### config.mk
export PLATFORM = sky130hd
export DESIGN_NAME = merge_two_sorted_lists
export DESIGN_NICKNAME = d
export VERILOG_FILES = /design/src/rtl/mtsl_pkg.sv /design/src/rtl/mtsl_list_mem.sv /design/src/rtl/mtsl_merge_ctrl.sv /design/src/rtl/merge_two_sorted_lists.sv
export SDC_FILE = /design/constraint.sdc
export NUM_CORES = 2
export LEC_CHECK = 0
export BUFFER_PORTS_ARGS = -buffer_cell sky130_fd_sc_hd__buf_2
export CORE_AREA = 3 3 446 448
export CTS_CLUSTER_DIAMETER = 200
export CTS_CLUSTER_SIZE = 10
export DETAILED_ROUTE_END_ITERATION = 12
export DIE_AREA = 0 0 449 451
export PLACE_DENSITY = 0.61
export SLEW_MARGIN = 20
export SYNTH_ARGS = -nofsm -noshare
export SYNTH_HDL_FRONTEND = slang
export SYNTH_SLANG_ARGS = --single-unit
### constraint.sdc
create_clock -name clk_i -period 4.7 [get_ports clk_i]
set_input_delay 0.235 -clock clk_i [delete_from_list [all_inputs] [get_ports clk_i]]
set_output_delay 0.235 -clock clk_i [all_outputs]
set_load 0.01 [all_outputs]
### src/rtl/mtsl_pkg.sv
package mtsl_pkg;

  // Width of one stored value and of the merged output value.
  localparam int unsigned DataW = 32;

  // Item codes on the action field; the remaining code is ignored.
  typedef enum logic [1:0] {
    ACT_APPEND_A = 2'd0,
    ACT_APPEND_B = 2'd1,
    ACT_MERGE    = 2'd2
  } action_e;

  // Merge sequencer states.
  typedef enum logic {
    ST_IDLE  = 1'b0,
    ST_MERGE = 1'b1
  } state_e;

  // One merged beat as it leaves the sequencer.
  typedef struct packed {
    logic                    valid;
    logic signed [DataW-1:0] value;
    logic                    from_list;
    logic                    last;
    logic                    overflow;
  } result_t;

endpackage

### src/rtl/mtsl_list_mem.sv
module mtsl_list_mem #(
  parameter int unsigned DEPTH = 32
) (
  input  logic                                 clk_i,
  input  logic                                 we_i,
  input  logic [((DEPTH > 1) ? $clog2(DEPTH) : 1)-1:0] waddr_i,
  input  logic signed [mtsl_pkg::DataW-1:0]    wdata_i,
  input  logic                                 re_i,
  input  logic [((DEPTH > 1) ? $clog2(DEPTH) : 1)-1:0] raddr_i,
  output logic signed [mtsl_pkg::DataW-1:0]    rdata_o
);

  logic signed [mtsl_pkg::DataW-1:0] mem_q [DEPTH];
  logic signed [mtsl_pkg::DataW-1:0] rdata_q;

  // Write port.
  always_ff @(posedge clk_i) begin
    if (we_i) begin
      mem_q[waddr_i] <= wdata_i;
    end
  end

  // Registered read port; the data holds until the next read.
  always_ff @(posedge clk_i) begin
    if (re_i) begin
      rdata_q <= mem_q[raddr_i];
    end
  end

  assign rdata_o = rdata_q;

endmodule

### src/rtl/mtsl_merge_ctrl.sv
module mtsl_merge_ctrl #(
  parameter int unsigned LIST_DEPTH = 32
) (
  input  logic                                 clk_i,
  input  logic                                 rst_ni,
  input  logic                                 start_i,
  input  logic [1:0]                           action_i,
  input  logic signed [mtsl_pkg::DataW-1:0]    value_i,
  output logic                                 busy_o,
  output logic signed [mtsl_pkg::DataW-1:0]    wdata_o,
  output logic                                 a_we_o,
  output logic [((LIST_DEPTH > 1) ? $clog2(LIST_DEPTH) : 1)-1:0] a_waddr_o,
  output logic                                 a_re_o,
  output logic [((LIST_DEPTH > 1) ? $clog2(LIST_DEPTH) : 1)-1:0] a_raddr_o,
  input  logic signed [mtsl_pkg::DataW-1:0]    a_rdata_i,
  output logic                                 b_we_o,
  output logic [((LIST_DEPTH > 1) ? $clog2(LIST_DEPTH) : 1)-1:0] b_waddr_o,
  output logic                                 b_re_o,
  output logic [((LIST_DEPTH > 1) ? $clog2(LIST_DEPTH) : 1)-1:0] b_raddr_o,
  input  logic signed [mtsl_pkg::DataW-1:0]    b_rdata_i,
  output mtsl_pkg::result_t                    emit_o
);

  localparam int unsigned AddrW = (LIST_DEPTH > 1) ? $clog2(LIST_DEPTH) : 1;
  localparam int unsigned CntW  = $clog2(LIST_DEPTH + 1);
  localparam logic [CntW-1:0] Cap = CntW'(LIST_DEPTH);

  mtsl_pkg::state_e state_q, state_d;
  logic [CntW-1:0]  cnt_a_q, cnt_a_d, cnt_b_q, cnt_b_d;
  logic [CntW-1:0]  ia_q, ia_d, ib_q, ib_d;
  logic             drop_q, drop_d;

  logic [CntW-1:0]  ia_nx, ib_nx;
  logic             a_empty, b_empty, take_b, done;

  // Head pointers step by one past the value just taken.
  assign ia_nx   = ia_q + CntW'(1);
  assign ib_nx   = ib_q + CntW'(1);
  assign a_empty = (ia_q == cnt_a_q);
  assign b_empty = (ib_q == cnt_b_q);
  // On a tie the head of list B goes first.
  assign take_b  = a_empty || (!b_empty && !(a_rdata_i < b_rdata_i));

  assign busy_o  = (state_q != mtsl_pkg::ST_IDLE);
  assign wdata_o = value_i;
  assign a_waddr_o = cnt_a_q[AddrW-1:0];
  assign b_waddr_o = cnt_b_q[AddrW-1:0];

  // State and counter registers.
  always_ff @(posedge clk_i or negedge rst_ni) begin
    if (!rst_ni) begin
      state_q <= mtsl_pkg::ST_IDLE;
      cnt_a_q <= '0;
      cnt_b_q <= '0;
      ia_q    <= '0;
      ib_q    <= '0;
      drop_q  <= 1'b0;
    end else begin
      state_q <= state_d;
      cnt_a_q <= cnt_a_d;
      cnt_b_q <= cnt_b_d;
      ia_q    <= ia_d;
      ib_q    <= ib_d;
      drop_q  <= drop_d;
    end
  end

  // Appends write at the fill count; a merge reads one head per beat.
  // The head of the list not taken stays in its read register, and the
  // taken list's next entry is read so it is ready on the next beat.
  always_comb begin
    state_d   = state_q;
    cnt_a_d   = cnt_a_q;
    cnt_b_d   = cnt_b_q;
    ia_d      = ia_q;
    ib_d      = ib_q;
    drop_d    = drop_q;
    a_we_o    = 1'b0;
    b_we_o    = 1'b0;
    a_re_o    = 1'b0;
    b_re_o    = 1'b0;
    a_raddr_o = '0;
    b_raddr_o = '0;
    done      = 1'b0;
    emit_o    = '0;

    unique case (state_q)
      mtsl_pkg::ST_IDLE: begin
        if (start_i) begin
          case (action_i)
            mtsl_pkg::ACT_APPEND_A: begin
              if (cnt_a_q < Cap) begin
                a_we_o  = 1'b1;
                cnt_a_d = cnt_a_q + CntW'(1);
              end else begin
                drop_d = 1'b1;
              end
            end
            mtsl_pkg::ACT_APPEND_B: begin
              if (cnt_b_q < Cap) begin
                b_we_o  = 1'b1;
                cnt_b_d = cnt_b_q + CntW'(1);
              end else begin
                drop_d = 1'b1;
              end
            end
            mtsl_pkg::ACT_MERGE: begin
              if ((cnt_a_q == '0) && (cnt_b_q == '0)) begin
                drop_d = 1'b0;
              end else begin
                a_re_o  = 1'b1;
                b_re_o  = 1'b1;
                ia_d    = '0;
                ib_d    = '0;
                state_d = mtsl_pkg::ST_MERGE;
              end
            end
            default: begin
            end
          endcase
        end
      end
      mtsl_pkg::ST_MERGE: begin
        emit_o.valid     = 1'b1;
        emit_o.from_list = take_b;
        emit_o.overflow  = drop_q;
        if (take_b) begin
          emit_o.value = b_rdata_i;
          ib_d         = ib_nx;
          b_re_o       = 1'b1;
          b_raddr_o    = ib_nx[AddrW-1:0];
          done         = a_empty && (ib_nx == cnt_b_q);
        end else begin
          emit_o.value = a_rdata_i;
          ia_d         = ia_nx;
          a_re_o       = 1'b1;
          a_raddr_o    = ia_nx[AddrW-1:0];
          done         = b_empty && (ia_nx == cnt_a_q);
        end
        emit_o.last = done;
        if (done) begin
          state_d = mtsl_pkg::ST_IDLE;
          cnt_a_d = '0;
          cnt_b_d = '0;
          drop_d  = 1'b0;
        end
      end
      default: begin
        state_d = mtsl_pkg::ST_IDLE;
      end
    endcase
  end

  // Memories are written only while no merge runs.
  assert property (@(posedge clk_i) disable iff (!rst_ni)
    busy_o |-> !(a_we_o || b_we_o))
    else $error("list write during merge");

  // The final merged beat returns the sequencer to idle with empty lists.
  assert property (@(posedge clk_i) disable iff (!rst_ni)
    (emit_o.valid && emit_o.last) |=> (!busy_o && cnt_a_q == '0 && cnt_b_q == '0))
    else $error("merge did not finish cleanly");

  // Fill counts never pass the list capacity.
  assert property (@(posedge clk_i) disable iff (!rst_ni)
    (cnt_a_q <= Cap) && (cnt_b_q <= Cap))
    else $error("fill count beyond capacity");

  // A merge starts only from an accepted merge item.
  assert property (@(posedge clk_i) disable iff (!rst_ni)
    $rose(busy_o) |-> $past(start_i && action_i == mtsl_pkg::ACT_MERGE))
    else $error("merge started without a merge item");

  // Head pointers stay within the fill counts during a merge.
  assert property (@(posedge clk_i) disable iff (!rst_ni)
    busy_o |-> ((ia_q <= cnt_a_q) && (ib_q <= cnt_b_q) && !(a_empty && b_empty)))
    else $error("head pointer past fill count");

endmodule

### src/rtl/merge_two_sorted_lists.sv
// Two-way merge of two ascending lists of signed 32-bit values.
// Input: an item is taken at a rising edge with start_i high and busy_o low.
// Action 0 appends value_i to list A, action 1 to list B, action 2 merges;
// action 3 is ignored. An append leaves busy_o low, so appends may follow
// each other every cycle. An append to a full list is dropped and sets the
// overflow flag reported on the next merge. A merge of N held values raises
// busy_o while its N beats are chosen: the accepting cycle reads both list
// heads from their RAMs, then one value leaves per cycle, as the list RAMs
// have registered reads and the chosen list's next entry is read while the
// current head is emitted. Each beat appears on valid_o in the cycle after
// it is chosen; the first is chosen once the sequencer has entered its
// merge state. Ties go to list B. last_o marks the final beat; afterwards
// both lists are empty and the overflow flag is clear. A merge of two empty
// lists emits nothing and only clears the flag.
// Results are shown for exactly one cycle with valid_o high; the receiver
// must take every beat, as there is no back-pressure.
// Reset empties both lists and clears the flag; RAM contents are not reset.
module merge_two_sorted_lists #(
  parameter int unsigned LIST_DEPTH = 32
) (
  input  logic                              clk_i,
  input  logic                              rst_ni,
  input  logic                              start_i,
  output logic                              busy_o,
  input  logic [1:0]                        action_i,
  input  logic signed [mtsl_pkg::DataW-1:0] value_i,
  output logic                              valid_o,
  output logic signed [mtsl_pkg::DataW-1:0] merged_value_o,
  output logic                              from_list_o,
  output logic                              last_o,
  output logic                              overflow_o
);

  localparam int unsigned AddrW = (LIST_DEPTH > 1) ? $clog2(LIST_DEPTH) : 1;

  logic signed [mtsl_pkg::DataW-1:0] wdata;
  logic                              a_we, a_re, b_we, b_re;
  logic [AddrW-1:0]                  a_waddr, a_raddr, b_waddr, b_raddr;
  logic signed [mtsl_pkg::DataW-1:0] a_rdata, b_rdata;
  mtsl_pkg::result_t                 emit;

  logic                              valid_q;
  logic signed [mtsl_pkg::DataW-1:0] value_q;
  logic                              from_q, last_q, ovf_q;

  mtsl_list_mem #(.DEPTH(LIST_DEPTH)) u_mem_a (
    .clk_i   (clk_i),
    .we_i    (a_we),
    .waddr_i (a_waddr),
    .wdata_i (wdata),
    .re_i    (a_re),
    .raddr_i (a_raddr),
    .rdata_o (a_rdata)
  );

  mtsl_list_mem #(.DEPTH(LIST_DEPTH)) u_mem_b (
    .clk_i   (clk_i),
    .we_i    (b_we),
    .waddr_i (b_waddr),
    .wdata_i (wdata),
    .re_i    (b_re),
    .raddr_i (b_raddr),
    .rdata_o (b_rdata)
  );

  mtsl_merge_ctrl #(.LIST_DEPTH(LIST_DEPTH)) u_ctrl (
    .clk_i     (clk_i),
    .rst_ni    (rst_ni),
    .start_i   (start_i),
    .action_i  (action_i),
    .value_i   (value_i),
    .busy_o    (busy_o),
    .wdata_o   (wdata),
    .a_we_o    (a_we),
    .a_waddr_o (a_waddr),
    .a_re_o    (a_re),
    .a_raddr_o (a_raddr),
    .a_rdata_i (a_rdata),
    .b_we_o    (b_we),
    .b_waddr_o (b_waddr),
    .b_re_o    (b_re),
    .b_raddr_o (b_raddr),
    .b_rdata_i (b_rdata),
    .emit_o    (emit)
  );

  // Result strobe register.
  always_ff @(posedge clk_i or negedge rst_ni) begin
    if (!rst_ni) begin
      valid_q <= 1'b0;
    end else begin
      valid_q <= emit.valid;
    end
  end

  // Result payload register; loaded only on a merged beat.
  always_ff @(posedge clk_i) begin
    if (emit.valid) begin
      value_q <= emit.value;
      from_q  <= emit.from_list;
      last_q  <= emit.last;
      ovf_q   <= emit.overflow;
    end
  end

  assign valid_o        = valid_q;
  assign merged_value_o = value_q;
  assign from_list_o    = from_q;
  assign last_o         = last_q;
  assign overflow_o     = ovf_q;

endmodule

* After elaboration in Yosys (flattened, before gate mapping)
Memory sizes are Yosys's and may differ from the RTL's. A register that Yosys moved wholly into a read port is not among the register bits. Cells that the tools add are included.
Storage, ports and cells: flip-flop bits (word level) 62, bits in writable memories 2048, logic and storage cells 108, memories kept 2
Cells by class: add/subtract/negate cells 4, magnitude comparators 3, equal/unequal tests 20, muxes and demuxes 52, bitwise operators 1, reductions and logical operators 15
Memories:
- u_mem_a.mem_q | depth 32, width 32, rd ports 1, clocked after memory_dff 1, write ports 1, line mtsl_list_mem.sv:13 | logic signed [mtsl_pkg::DataW-1:0] mem_q [DEPTH];
- u_mem_b.mem_q | depth 32, width 32, rd ports 1, clocked after memory_dff 1, write ports 1, line mtsl_list_mem.sv:13
Operators with widths (number):
- $mux 6 | 12
- $pmux 6 s2 | 4
- $mux 36 | 1
- $lt 32x32->1 | 1
- $mux 32 | 1
- $mux 1 | 25
- $add 6x1->6 const B | 4
- $eq 6x6->1 | 4
- $mux 5 | 4
- $ne 2x2->1 const B | 8
- $reduce_and 4->1 | 4
- $logic_not 6->1 | 2
- $lt 6x6->1 const B | 2
- $pmux 1 s2 | 4
- $ne 3x3->1 const B | 2
- $reduce_and 6->1 | 1
- $logic_and 1x1->1 | 4
- $ne 2x1->1 const B | 2
- $ne 4x4->1 const B | 1
- $ne 3x2->1 const B | 1
- $pmux 1 s3 | 1
- $eq 2x1->1 const B | 1
- $eq 2x2->1 const B | 1
- $logic_not 1->1 | 2
- other kinds (3) | 3

* Depth between registers and ports, before layout
word-level depth 8, depth in mapped cells 15

* Cells and area by module
From an unflattened synthesis, not the netlist that was laid out.
Unflattened totals: cell total of the unflattened synthesis 4972, area total of the unflattened synthesis 86013.7 µm²
Modules (own cells, without submodules):
- mtsl_list_mem (u_mem_a) | instances 1, cells an instance 2260, area each 40811.6 µm², sequential area each 31710.4 µm²
- mtsl_list_mem (u_mem_b) | instances 1, cells an instance 2260, area each 40805.4 µm², sequential area each 31710.4 µm²
- mtsl_merge_ctrl | instances 1, cells an instance 416, area each 3320.7 µm², sequential area each 650.6 µm²
- merge_two_sorted_lists | instances 1, cells an instance 36, area each 1076.0 µm², sequential area each 1076.0 µm²

* Least setup slack after synthesis
OpenSTA, ideal clock, no wires.
path kind reg2reg, start register u_ctrl.state_q, in the netlist u_ctrl.busy_o, end memory u_mem_a.mem_q[15][0] (netlist name) (enable), arrival time 3.819 ns, setup slack 0.460 ns, stages on the path, launching flop included 6, clock period less this slack 4.240 ns, path through dfrtp_1 clkbuf_1 buf_2 nor4_1 nand2_1 nor2_1
Between the ends: longest elaborated chain between the ends 3
RTL lines:
- start: declaration | line mtsl_merge_ctrl.sv:28 | mtsl_pkg::state_e state_q, state_d;
- start signal: assignment | line mtsl_merge_ctrl.sv:52 | state_q <= mtsl_pkg::ST_IDLE;
- start signal: assignment | line mtsl_merge_ctrl.sv:59 | state_q <= state_d;
- $mux 1 | line mtsl_merge_ctrl.sv:87 | unique case (state_q)
- $mux 1 | line mtsl_list_mem.sv:18 | if (we_i) begin
- $mux 1 (not written as such) | line mtsl_list_mem.sv:19 | mem_q[waddr_i] <= wdata_i;
- end: declaration | line mtsl_list_mem.sv:13
Every way passes these cells.

* Final worst setup path
start register u_mem_a.rdata_q (netlist bit u_mem_a.rdata_o[15]), read port of u_mem_a.mem_q, end register u_mem_a.rdata_q (netlist bit u_mem_a.rdata_o[24]), read port of u_mem_a.mem_q, data pin
Between the ends: longest elaborated chain between the ends 6
RTL lines:
- start: declaration | line mtsl_list_mem.sv:14 | logic signed [mtsl_pkg::DataW-1:0] rdata_q;
- $lt 32x32->1 * | line mtsl_merge_ctrl.sv:42 | assign take_b = a_empty || (!b_empty && !(a_rdata_i < b_rdata_i));
- $logic_not 1->1 * | line mtsl_merge_ctrl.sv:42
- $logic_and 1x1->1 * | line mtsl_merge_ctrl.sv:42
- $logic_or 1x1->1 * | line mtsl_merge_ctrl.sv:42
- $mux 1 / $mux 5 (equally long branches) | line mtsl_merge_ctrl.sv:127 | if (take_b) begin
- $pmux 1 s2 / $mux 5 (equally long branches) | line mtsl_merge_ctrl.sv:87
Mark *: on every way between the ends. The rest lies on a longest branch, timed or not. A chain may end at the register's enable or synchronous reset.

==> metrics <==
outcome=complete, no violations; Final Total Pwr=about 72 mW; number of flops mapped to enable cells by yosys=2147; Initial Utilization=44.0%; global-route wire length before repair=about 370000 um; Power Density=737 mW/mm^2; Clock Skew=61.0 ps; Reg area=between 0.06 and 0.07 mm^2; asr flop ratio synth=1.24%; Post-CTS Setup Inserts=0; Crit-path slowest cell=a211oi_1; layout cells sized above 1=15.2%; post-layout instance area=0.0982 mm^2; Die X=~450 um; initial antenna violation count=19; hold path start=value_i[28]; grt met3 use=between 4 and 5%; Core ar.=0.195 mm^2; WHS=46.0 ps; clk_lat worst skew=850 ps; FF-to-FF path depth=12; DR iter-0 viols=7672; Seq/Total Area, Yosys=approximately three quarters; Worst VDD drop=between 0.0008 and 0.0009 V; depth of the CTS H-tree=4; maxcap violations=0; Slew headroom=19.6%; footprint of the multi-input gates=0.0194 mm^2; Setup-failing EPs final=0; Hold Path Depth=1; worst reg2reg path endpoint=u_mem_a.rdata_o[24]$_DFFE_PP_; vias in the first global route=49310; Clock Root Buffer=clkbuf_16; period utilisation layout=97.2%; Die Area=0.202 mm^2; Post-Layout Cell Count=8400; Req. time, crit path=5420 ps; top-count cell post-synth=edfxtp_1; Synth top area share=75.2%; Vias=between 50000 and 60000; Post-Syn Area=0.0857 mm^2; Placer Congestion=0.918; worst-path cell chain=ha_1, nand2_1, nor4_2, nand2_1, a311o_1, a211o_4, buf_12, nand2_2, buf_12, mux2i_1, a211oi_1, o32a_1; Top Family by Delay on Critical Path=compound AO/OA/AOI/OAI gates; P_leak=32.4 nW; RSZ-0062 raised after global routing=false; # IOs=74; row cnt=162; main area contributors after synthesis=edfxtp_1 (75%), mux2i_1 (3.3%), o21ai_0 (2.6%), nand2_1 (2.4%), a21oi_1 (2.2%); Filler cells=16186; r2r setup slk=roughly 130 ps; Die Ht=451 um; Clock transition at path regs=~60 ps; Synth area leader=edfxtp_1; post-synth cell types=73; Setup Crit Path Kind=reg2reg; Pre-Repair DR Iteration Count=6; Bufs on Longest Clock Path=3; Layout area overhead=14.5%; Worst Tran Pin Value=1210 ps; CP peak stage delay=roughly 800 ps; Critical Path End Type=register; CTS sink count=between 2000 and 2500; syn_nets=5507; Startpoint Class=register; Post-synth top cells=edfxtp_1 (2147), nand2_1 (550), o21ai_0 (452); Yosys reg bits=2174; Inst Count DP=8089; met2 Use GR=41.3%; GRT Util Overall=about 26%; Remaining DRCs=0; met1 Use GR=34.6%; Synth warnings=0; CP Max Fanout=17; Routed Antenna Nets=0; minimum clock period=4570 ps; Hold EP=u_mem_b.mem_q[24][28]$_DFFE_PP_; TritonCTS clock tree=done; grt ovf=0; I/O Buffers=73; vias per inst=between 6 and 7; final hold violations=0; RR Startpoint=u_mem_a.rdata_o[15]$_DFFE_PP_; FMAX=219 MHz; area post-placement=0.0916 mm^2; DP HPWL=161000 um; Final nets=5807; ys flop type=edfxtp_1; Buf/Inv on CP=2; post-DR wirelength/cell=31.5 um; Synth Instances=5429; average cell area after synthesis=15.8 um^2; CP arrival=5290 ps; final WL=around 260000 um; Hold Path Class=in2reg; CTS buffer count=235; fin util=between 50% and 60%; Top Usage Layer GRT=met2; max-slew violations=0; largest net degree at the start of global routing=120
==> cell usage in the layout (no fill, tap or decap), types with 29 or more instances in the layout <==
cell          n
o32ai_1      30
buf_12       59
buf_2        73
mux2_2       32
a22o_1       32
o211a_1      31
nor2_1       93
o211ai_1    122
nor2_4       65
a21oi_1     371
a211oi_1     54
inv_1        40
ha_1         40
mux2i_1     286
o2bb2ai_1    33
a22oi_1      96
mux4_2       72
a221oi_1     31
buf_4       275
o21ai_0     450
edfxtp_1   2147
nand2_1     546
a31oi_1      69
nand3_1      73
o221ai_1     31
o31ai_1      31
clkbuf_1     34
clkbuf_16   237
and3_1       29
==> metrics by stage <==
step	setup TNS, ps	worst slack, ps
after floorplan	0	460
after CTS	0	36.2
after detailed placement	-50.5	-50.5
final	0	129
after global routing	0	104
after global placement	-64.3	-64.3
==> registers in the layout, summed over array words and instances (netlist names), 6 cells and up <==
| register | cells |
|---|---|
| u_ctrl.ib_q | 6 |
| u_mem_b.rdata_o | 32 |
| u_mem_a.rdata_o | 32 |
| u_mem_b.mem_q | 1024 |
| u_mem_a.mem_q | 1024 |
| u_ctrl.cnt_b_q | 6 |
| u_ctrl.cnt_a_q | 6 |
| merged_value_o | 32 |
| u_ctrl.ia_q | 6 |
==> what timing repair did <==
action	4_1_cts	5_1_grt
gates cloned	0	0
hold endpoints to repair	252	0
hold buffers	21	0
setup endpoints to repair	1	3
resized for setup	1	3
==> how the worst max path moves through the flow <==
stage / start / to / slack [ps] / cells after the start
after CTS: u_mem_a.rdata_o[15]$_DFFE_PP_ / u_mem_a.rdata_o[23]$_DFFE_PP_ / 40 / 12
after global placement: u_mem_a.rdata_o[15]$_DFFE_PP_ / u_mem_a.rdata_o[21]$_DFFE_PP_ / -60 / 12
after detailed placement: u_mem_a.rdata_o[15]$_DFFE_PP_ / u_mem_a.rdata_o[21]$_DFFE_PP_ / -50 / 12
after global routing: u_mem_a.rdata_o[15]$_DFFE_PP_ / u_mem_a.rdata_o[21]$_DFFE_PP_ / 100 / 12
final: u_mem_a.rdata_o[15]$_DFFE_PP_ / u_mem_a.rdata_o[24]$_DFFE_PP_ / 130 / 12
after floorplan: u_ctrl.busy_o$_DFF_PN0_ / u_mem_a.mem_q[15][0]$_DFFE_PP_ / 460 / 5
==> power by group <==
| part | leakage, nW | internal [mW] | switching (mW) |
|---|---|---|---|
| registers | 19.7 | 22.7 | 0.852 |
| logic | 9.66 | 10.9 | 21.9 |
| clock network | 3.04 | 8.91 | 7.06 |
==> cells by family after synthesis <==
logic type / after synthesis / synth area share [%]
xor gates and xnor gates: 34 / 0.347
DFF: 2174 / 76.0
adders and majority gates: 41 / 0.599
AOI/OAI and AO/OA: 1493 / 11.0
muxes: 390 / 5.65
and+or+nand+nor: 890 / 4.38
buffers and inverters: 407 / 2.04
==> final cells by class <==
cell class | instances | area share [%]
well taps | 2624 | 3.34
clock buffers | 271 | 6.17
multi-input cells | 2848 | 19.8
diodes | 2 | 0.00510
flip-flops and latches | 2174 | 66.4
inverters | 40 | 0.153
repair buffers | 430 | 3.97
clock inverters | 11 | 0.198
==> metal layers <==
| metal | wire length [um] | vias up |
|---|---|---|
| li1 | - | 21849 |
| met1 | 102000 | 26551 |
| met2 | 126000 | 2907 |
| met3 | 24500 | 472 |
| met4 | 12300 | 4 |
| met5 | 23 | - |
Note: power is estimated with default switching activity, not from simulation.
